$ cat config.mk
export PLATFORM = sky130hd
export DESIGN_NAME = extended_euclid_bezout_core
export DESIGN_NICKNAME = d
export VERILOG_FILES = /design/src/rtl/eeb_pkg.sv /design/src/rtl/eeb_ctrl.sv /design/src/rtl/eeb_dpath.sv /design/src/rtl/extended_euclid_bezout_core.sv
export SDC_FILE = /design/constraint.sdc
export NUM_CORES = 1
export LEC_CHECK = 0
export BUFFER_PORTS_ARGS = -buffer_cell sky130_fd_sc_hd__buf_2
export CELL_PAD_IN_SITES_DETAIL_PLACEMENT = 2
export CELL_PAD_IN_SITES_GLOBAL_PLACEMENT = 2
export CORE_MARGIN = 1.5
export CORE_UTILIZATION = 42
export CTS_CLUSTER_SIZE = 25
export DETAILED_ROUTE_END_ITERATION = 16
export PLACE_DENSITY_LB_ADDON = 0.1
export SYNTH_ARGS = -nofsm -noshare
export SYNTH_HDL_FRONTEND = slang
export SYNTH_SLANG_ARGS = --single-unit
$ cat constraint.sdc
create_clock -name clk -period 18.7 [get_ports clk]
set_input_delay 2.805 -clock clk [delete_from_list [all_inputs] [get_ports clk]]
set_output_delay 2.805 -clock clk [all_outputs]
set_load 0.02 [all_outputs]
$ cat src/rtl/eeb_pkg.sv
// Shared constants and controller/datapath interface types for the Bezout core.
package eeb_pkg;

  localparam int DEF_DATA_WIDTH = 32;

  // Commands from the controller to the datapath
  typedef struct packed {
    logic load;     // capture a new request and seed the coefficients
    logic start;    // set up one Euclid round: magnitudes, signs, step count
    logic step;     // one restoring-division step plus one Horner step
    logic finish;   // close the round: rotate remainders and coefficients
    logic publish;  // copy the finished result into the output register
  } eeb_cmd_t;

  // Status from the datapath to the controller
  typedef struct packed {
    logic b_zero;     // current divisor operand is zero, loop ends
    logic last_step;  // division counter is on its final step
  } eeb_status_t;

endpackage

$ cat src/rtl/eeb_ctrl.sv
// Sequencing state machine for the extended Euclid core.
module eeb_ctrl (
  input  logic               clk,
  input  logic               rst,
  input  logic               in_valid,
  output logic               in_stall,
  output logic               out_valid,
  input  logic               out_stall,
  input  eeb_pkg::eeb_status_t status,
  output eeb_pkg::eeb_cmd_t    cmd
);
  import eeb_pkg::*;

  typedef enum logic [2:0] {
    ST_IDLE,
    ST_CHECK,
    ST_DIV,
    ST_UPDATE,
    ST_DONE
  } state_t;

  state_t state;
  logic   out_free;

  assign in_stall = (state != ST_IDLE);
  assign out_free = !out_valid || !out_stall;

  always_comb begin
    cmd         = '0;
    cmd.load    = (state == ST_IDLE) && in_valid;
    cmd.start   = (state == ST_CHECK) && !status.b_zero;
    cmd.step    = (state == ST_DIV);
    cmd.finish  = (state == ST_UPDATE);
    cmd.publish = (state == ST_DONE) && out_free;
  end

  always_ff @(posedge clk) begin
    if (rst) begin
      state     <= ST_IDLE;
      out_valid <= 1'b0;
    end else begin
      // Drop the result once taken; a new one overrides the drop.
      if (cmd.publish) begin
        out_valid <= 1'b1;
      end else if (!out_stall) begin
        out_valid <= 1'b0;
      end
      case (state)
        ST_IDLE: begin
          if (in_valid) begin
            state <= ST_CHECK;
          end
        end
        ST_CHECK: begin
          state <= status.b_zero ? ST_DONE : ST_DIV;
        end
        ST_DIV: begin
          if (status.last_step) begin
            state <= ST_UPDATE;
          end
        end
        ST_UPDATE: begin
          state <= ST_CHECK;
        end
        ST_DONE: begin
          if (out_free) begin
            state <= ST_IDLE;
          end
        end
        default: begin
          state <= ST_IDLE;
        end
      endcase
    end
  end

endmodule

$ cat src/rtl/eeb_dpath.sv
// Datapath: operand and coefficient registers, serial divider, Horner products.
module eeb_dpath #(
  parameter int DATA_WIDTH = eeb_pkg::DEF_DATA_WIDTH
) (
  input  logic                         clk,
  input  logic                         rst,
  input  logic signed [DATA_WIDTH-1:0] first_value,
  input  logic signed [DATA_WIDTH-1:0] second_value,
  input  eeb_pkg::eeb_cmd_t            cmd,
  output eeb_pkg::eeb_status_t         status,
  output logic signed [DATA_WIDTH-1:0] divisor,
  output logic signed [DATA_WIDTH-1:0] coeff_first,
  output logic signed [DATA_WIDTH-1:0] coeff_second
);
  import eeb_pkg::*;

  localparam int CNT_W = $clog2(DATA_WIDTH);
  localparam logic [CNT_W-1:0] LAST_CNT = CNT_W'(DATA_WIDTH - 1);

  logic [DATA_WIDTH-1:0] a, b, xa, ya, xb, yb;
  logic [DATA_WIDTH-1:0] quo, rem, md, px, py;
  logic                  qneg, aneg;
  logic [CNT_W-1:0]      count;

  logic [DATA_WIDTH-1:0] mag_a, mag_b;
  logic [DATA_WIDTH:0]   shifted, diff;
  logic                  qbit;
  logic [DATA_WIDTH-1:0] rem_next, px_next, py_next;
  logic [DATA_WIDTH-1:0] r_signed, nx, ny;

  assign mag_a = a[DATA_WIDTH-1] ? (~a + 1'b1) : a;
  assign mag_b = b[DATA_WIDTH-1] ? (~b + 1'b1) : b;

  // Restoring division step; quotient bits come out MSB first
  assign shifted  = {rem, quo[DATA_WIDTH-1]};
  assign diff     = shifted - {1'b0, md};
  assign qbit     = !diff[DATA_WIDTH];
  assign rem_next = qbit ? diff[DATA_WIDTH-1:0] : shifted[DATA_WIDTH-1:0];

  // Horner accumulation of |q| * xb and |q| * yb, modulo 2^DATA_WIDTH
  assign px_next = {px[DATA_WIDTH-2:0], 1'b0} + (qbit ? xb : '0);
  assign py_next = {py[DATA_WIDTH-2:0], 1'b0} + (qbit ? yb : '0);

  // Remainder takes the dividend's sign; q*x is subtracted with q's sign
  assign r_signed = aneg ? (~rem + 1'b1) : rem;
  assign nx       = qneg ? (xa + px) : (xa - px);
  assign ny       = qneg ? (ya + py) : (ya - py);

  assign status.b_zero    = (b == '0);
  assign status.last_step = (count == '0);

  always_ff @(posedge clk) begin
    if (rst) begin
      count <= '0;
    end else if (cmd.start) begin
      count <= LAST_CNT;
    end else if (cmd.step && count != '0) begin
      count <= count - 1'b1;
    end
  end

  always_ff @(posedge clk) begin
    if (cmd.load) begin
      a  <= first_value;
      b  <= second_value;
      xa <= DATA_WIDTH'(1);
      ya <= '0;
      xb <= '0;
      yb <= DATA_WIDTH'(1);
    end
    if (cmd.start) begin
      quo  <= mag_a;
      md   <= mag_b;
      rem  <= '0;
      px   <= '0;
      py   <= '0;
      qneg <= a[DATA_WIDTH-1] ^ b[DATA_WIDTH-1];
      aneg <= a[DATA_WIDTH-1];
    end
    if (cmd.step) begin
      quo <= {quo[DATA_WIDTH-2:0], qbit};
      rem <= rem_next;
      px  <= px_next;
      py  <= py_next;
    end
    if (cmd.finish) begin
      a  <= b;
      b  <= r_signed;
      xa <= xb;
      ya <= yb;
      xb <= nx;
      yb <= ny;
    end
    if (cmd.publish) begin
      divisor      <= a;
      coeff_first  <= xa;
      coeff_second <= ya;
    end
  end

endmodule

$ cat src/rtl/extended_euclid_bezout_core.sv
// From request accept to result valid the core runs R Euclid rounds (R up to ~46 at 32 bits).
// Each round is a setup state, DATA_WIDTH restoring division steps with both coefficient
// products built alongside, and an update state.
// Requests: one in flight at a time; the next is taken once the result sits in the output
// register, so only an older result still stalled there holds it off.
// Reset: synchronous, active high; clears the sequencer, the step counter and output valid.
module extended_euclid_bezout_core #(
  parameter int DATA_WIDTH = eeb_pkg::DEF_DATA_WIDTH
) (
  input  logic                         clk,
  input  logic                         rst,
  // request channel
  input  logic                         in_valid,
  output logic                         in_stall,
  input  logic signed [DATA_WIDTH-1:0] first_value,
  input  logic signed [DATA_WIDTH-1:0] second_value,
  // result channel
  output logic                         out_valid,
  input  logic                         out_stall,
  output logic signed [DATA_WIDTH-1:0] divisor,
  output logic signed [DATA_WIDTH-1:0] coeff_first,
  output logic signed [DATA_WIDTH-1:0] coeff_second
);
  import eeb_pkg::*;

  eeb_cmd_t    cmd;
  eeb_status_t status;

  // Controller: walks CHECK -> DIV (DATA_WIDTH steps) -> UPDATE per round,
  // leaves the loop when the remainder operand hits zero, then hands the
  // result to the output register as soon as that register is free.
  eeb_ctrl u_ctrl (
    .clk       (clk),
    .rst       (rst),
    .in_valid  (in_valid),
    .in_stall  (in_stall),
    .out_valid (out_valid),
    .out_stall (out_stall),
    .status    (status),
    .cmd       (cmd)
  );

  // Datapath: truncating signed division on magnitudes with sign fix-up,
  // coefficient update x' = x_prev - q*x computed modulo 2^DATA_WIDTH.
  eeb_dpath #(
    .DATA_WIDTH (DATA_WIDTH)
  ) u_dpath (
    .clk          (clk),
    .rst          (rst),
    .first_value  (first_value),
    .second_value (second_value),
    .cmd          (cmd),
    .status       (status),
    .divisor      (divisor),
    .coeff_first  (coeff_first),
    .coeff_second (coeff_second)
  );

endmodule

### Word-level counts from Yosys, hierarchy flattened

Index checks and enable logic that the tools add are counted.

* word-level logic and storage cells: 94
* flip-flop bits (word level): 459
* output and inout port bits: 98
* input port bits: 68

* equality and inequality tests: 8
* add/subtract/negate cells: 11
* reduce and logical (&&, ||, !) cells: 18
* bitwise gates (word level): 4
* mux-type cells: 33

Operators with widths (number)
* 32-bit two-way mux: 23
* 32-bit adder: 4
* 32-bit by 1-bit adder with 32-bit output (second input constant): 3
* 32-bit NOT: 3
* 32-bit subtractor: 2
* 33-bit by 32-bit subtractor with 33-bit output: 1
* 32-bit zero test: 1
* 31-bit two-way mux: 1
* 3-bit case mux with 5 select lines: 1
* 3-bit two-way mux: 4
* 5-bit two-way mux: 2
* 3-bit by 2-bit equality test with 1-bit output (second input constant): 2
* 2-bit nonzero test: 3
* 5-bit zero test: 1
* 5-bit nonzero test: 1
* 5-bit by 1-bit subtractor with 5-bit output (second input constant): 1
* 1-bit logical AND: 4
* 1-bit zero test: 4
* 2-bit by 1-bit inequality test with 1-bit output (second input constant): 2
* 2-bit inequality test (second input constant): 2
* 3-bit by 1-bit equality test with 1-bit output (second input constant): 1
* 3-bit equality test (second input constant): 1
* 3-bit zero test: 1
* 3-bit AND reduction: 1
* 4 further kinds: 5

### Longest topological paths before layout

* depth after elaboration: 5
* gate-level depth with buffers: 24
* depth with buffers taken out: 22

### Cells and area by module

A second synthesis with hierarchy kept.

* cells, all modules: 2625
* area, all modules: 27899.3 um2

By module, submodules not included
* eeb_dpath: times used 1, area each 27691.6 um2, seq. area each 13613.1 um2, cells an instance 2604
* eeb_ctrl: times used 1, area each 207.7 um2, seq. area each 80.1 um2, cells an instance 21

### Least setup slack after synthesis

Ideal clock, no wire load.

* kind: input -> register
* start: in in_valid
* end: reg u_dpath.a[0] (enable)
* data required time: 17891 ps
* setup slack: 5793 ps
* data arrival time: 12098 ps
* library setup time: 809 ps
* cell stages on the path: 2
* path buffers: 0
* cells stage by stage: nand2_1 > a21oi_1

* cells in the longest elaborated chain, start to end: 2

RTL lines
* start: declaration: line extended_euclid_bezout_core.sv:13 `input logic in_valid,`
* 1-bit logical AND: line eeb_ctrl.sv:30 `cmd.load = (state == ST_IDLE) && in_valid;`
* 2-bit nonzero test (no source line)
* end signal: assignment: line eeb_dpath.sv:64 `a <= first_value;`
* end: declaration: line eeb_dpath.sv:20 `logic [DATA_WIDTH-1:0] a, b, xa, ya, xb, yb;`

No other way between the ends.
A chain may end at the register's enable or synchronous reset.

### Worst setup path after layout

* start: reg u_dpath.rem[16]
* end: reg u_dpath.px[31] (data pin)

* cells in the longest elaborated chain, start to end: 4

RTL lines
* start: declaration: line eeb_dpath.sv:21 `logic [DATA_WIDTH-1:0] quo, rem, md, px, py;`
* start signal: assignment: line eeb_dpath.sv:82 `rem <= rem_next;`
* 33-bit by 32-bit subtractor with 33-bit output: line eeb_dpath.sv:36 `assign diff = shifted - {1'b0, md};`
* 32-bit two-way mux: line eeb_dpath.sv:41 `assign px_next = {px[DATA_WIDTH-2:0], 1'b0} + (qbit ? xb : '0);`
* 32-bit adder: line eeb_dpath.sv:41
* 32-bit two-way mux: line eeb_dpath.sv:80 `if (cmd.step) begin`
* end signal: assignment: line eeb_dpath.sv:83 `px <= px_next;`
* end: declaration: line eeb_dpath.sv:21

No other way between the ends.

==> metrics <==
drt wl/cell=24.1 um; VDD IR max=0.0781 mV; f_max=155 MHz; Relative slew margins=22.0%; final wirelength=90.7 mm; crit-path max FO=53; number of synthesized flops with an enable pin=450; Final Max Tran Viols=0; Ports=166; pin count of the biggest net entering global routing=83; Final min period=6.46 ns; FFs w/ async S/R, synth=0%; Synth cell types=70; ys flop type=edfxtp_1; Layout Cells excl Fill=3758; hpwl dp=64.7 mm; Sw Pwr=1.29 mW; Mapped Avg Cell Area=10.3 um2; Setup CP Type=reg -> reg; Bufs on Longest Clock Path=3; Hold WC Path Type=reg -> reg; Area contributors post-synth=edfxtp_1, ha_1, xor2_1, nand2_1, xnor2_1; simple-gate share of the synthesized area=16.4%; global route total overflow=0; Iter 0 DRT Violations=1107; xor/xnor share of the synthesized area=8.75%; H-tree levels=2; hold_buf cts=0; setup TNS=0 ns; Placed Area=0.0296 mm2; part of the power in combinational logic=31.6%; CTS tree=built; Final period util=34.6%; core area=0.0656 mm2; later-pin clock latency in the skew report=0.63 ns; nature of the critical path endpoint=register; Layout Skew=0.0178 ns; Flop pwr share=38.3%; vias in the first global route=24.1k; syn_nets=2937; CP delay by family, top=compound AO/OA/AOI/OAI gates; Die Y=260 um; register-to-register setup slack=12.24 ns; slowest cell on the critical path=nor4bb_1; RD Place Congestion=0.861; MaxCap Viol Count=0; root buf cell=clkbuf_16; adder and majority gate portion of the synthesized area=7.60%; area leader, netlist=edfxtp_1; GR Util All Layers=26.7%; cells along the critical path=ha_1, a211oi_1, nor2_1, o2111ai_1, a21boi_0, or3_1, o31ai_2, nor2_4, buf_4, and2_1, ha_1, fa_1, a211oi_1, o21bai_1, a211o_1, nor2b_1, nor4bb_1, nor2_1, a211oi_1, xnor3_1, and2_1; post-route cell area=0.0314 mm2; Least-Margin Pin Slew=1.17 ns; Synth top area share=48.5%; total iterations of the first detailed-routing run=5; DIE AREA=0.0678 mm2; largest family of logic cells by synthesized area=simple AND/OR/NAND/NOR gates; clock power share=30.2%; Worst setup SP type=register; Hold Vio Cnt, Final=0; Yosys reg bits=459; number of setup buffers added after CTS=0; Worst Path Arrival=6.85 ns; worst stage delay on the critical path=0.54 ns; run status=completed; layout cells sized above 1=10.3%; Post-route DRC=0; row count=94; Synth Instances=2703; clock sinks=459; CTS buffer count=53; Post-Synthesis Cell Area=0.0278 mm2; Vias=21.8k; final setup violation count=0; pre-CTS WS=12.27 ns; Ys Warns=0; P_leak=12.5 nW; Initial Util=42.4%; Fillers=6855; internal power=2.33 mW; hold slack=0.461 ns; DP Cell Count=3660; post-cts sizing count=0; multiplexer share of the synthesized area=0.984%; Clock transition at path regs=0.06 ns; # diodes=0; utilization after layout=47.8%; Worst Path Required=19.08 ns; CP bufs+invs=1; first-pass GRT wire length=142 mm; Tot Pwr=3.62 mW; nets=3085; Area growth, synth to finish=12.7%; Compound-Gate Fraction of Synth Area=14.4%; die extent in x=260 um; port buffer count=165; DRT antenna net count=0; most frequent CP cell=a211oi_1; Sw Ratio=35.7%; unrepaired setup endpoints after global routing=no; Power per Cell Area=115 mW/mm2; register area share after synthesis=49.2%; routed vias/inst=5.81; initial antenna violation count=9; Final WS setup=12.24 ns
[power by group through the flow]
| stage | registers [mW] | logic [mW] | clock network (mW) |
|---|---|---|---|
| 2_1_floorplan | 1.38 | 0.816 | 0 |
| 3_3_place_gp | 1.40 | 1.05 | 0 |
| 3_5_place_dp | 1.40 | 1.12 | 0 |
| 4_1_cts | 1.38 | 1.15 | 1.11 |
| 5_1_grt | 1.40 | 1.26 | 1.15 |
| 6_report | 1.39 | 1.14 | 1.09 |
[synth_stat cells (24+ instances only)]
| master | instances |
|---|---|
| nor2_1 | 240 |
| inv_1 | 107 |
| xnor2_1 | 123 |
| ha_1 | 161 |
| a31oi_1 | 32 |
| o21bai_1 | 33 |
| mux2i_1 | 24 |
| xor2_1 | 150 |
| o31ai_1 | 40 |
| edfxtp_1 | 450 |
| clkbuf_1 | 85 |
| nand3_1 | 38 |
| o21ai_0 | 167 |
| a21o_1 | 72 |
| or4_1 | 26 |
| nand2_1 | 287 |
| and2_1 | 142 |
| nor3_1 | 44 |
| a21oi_1 | 175 |
[per-layer routing]
layer | wire (um) | track usage, %
met1 | 39200 | 33.7
met2 | 46100 | 47.8
met3 | 2870 | 3.21
met4 | 2460 | 7.84
met5 | 85 | 0
[area by class of cell]
class	instances	area (um2)	area share (%)
multi-input cells	2043	13500	42.9
repair buffers	187	991	3.16
clock inverters	36	412	1.31
inverters	107	402	1.28
well taps	864	1080	3.44
flip-flops and latches	459	13700	43.6
clock buffers	62	1360	4.33
[worst reg2reg max path, stage by stage, from the launching register on]
cell       delay, ns
edfxtp_1        0.46
ha_1            0.42
a211oi_1        0.29
nor2_1          0.11
o2111ai_1       0.28
a21boi_0        0.23
or3_1           0.38
o31ai_2         0.31
nor2_4          0.07
buf_4           0.29
and2_1          0.28
ha_1            0.21
fa_1            0.43
a211oi_1        0.37
o21bai_1        0.16
a211o_1         0.31
nor2b_1         0.16
nor4bb_1        0.54
nor2_1          0.17
a211oi_1        0.32
xnor3_1         0.28
and2_1          0.16
[path summary, 6_finish.rpt]
kind                            depth (start not counted)            start                       to
worst max-delay path                                   21  u_dpath.rem[16]           u_dpath.px[31]
worst min-delay path                                    0   u_dpath.xa[23]  u_dpath.coeff_first[23]
worst max register to register                         21  u_dpath.rem[16]           u_dpath.px[31]
worst min register to register                          0   u_dpath.xa[23]  u_dpath.coeff_first[23]
[kinds of logic (layout without fill, tap and decap cells)]
kind of cell | after synthesis | in the layout
buf+inv | 201 | 392
xor+xnor | 275 | 275
mux | 27 | 27
simple gates | 935 | 935
fa+ha+maj | 166 | 166
compound gates | 640 | 640
flops | 459 | 459
[placed cells by master, fill, tap and decap left out, drive strengths merged, types with 14 or more instances in the layout]
cell type / synthesis / final
o21a: 21 / 21
o21bai: 33 / 33
and2: 142 / 142
edfxtp: 450 / 450
nor2b: 14 / 14
buf: 9 / 187
nand2b: 20 / 20
o41ai: 22 / 22
nand4: 19 / 19
xor2: 150 / 150
a31oi: 32 / 32
or4: 29 / 29
and3: 22 / 22
clkinv: 0 / 22
a21o: 72 / 72
nor3: 44 / 44
nand3: 38 / 38
ha: 161 / 161
mux2i: 24 / 24
nor4: 19 / 19
a21oi: 175 / 175
nand2: 287 / 287
xnor2: 123 / 123
or3: 22 / 22
o21ai: 167 / 167
nor2: 240 / 240
clkbuf: 85 / 62
inv: 107 / 110
a211oi: 16 / 16
o31ai: 40 / 40
(Power assumes the default switching activity.)
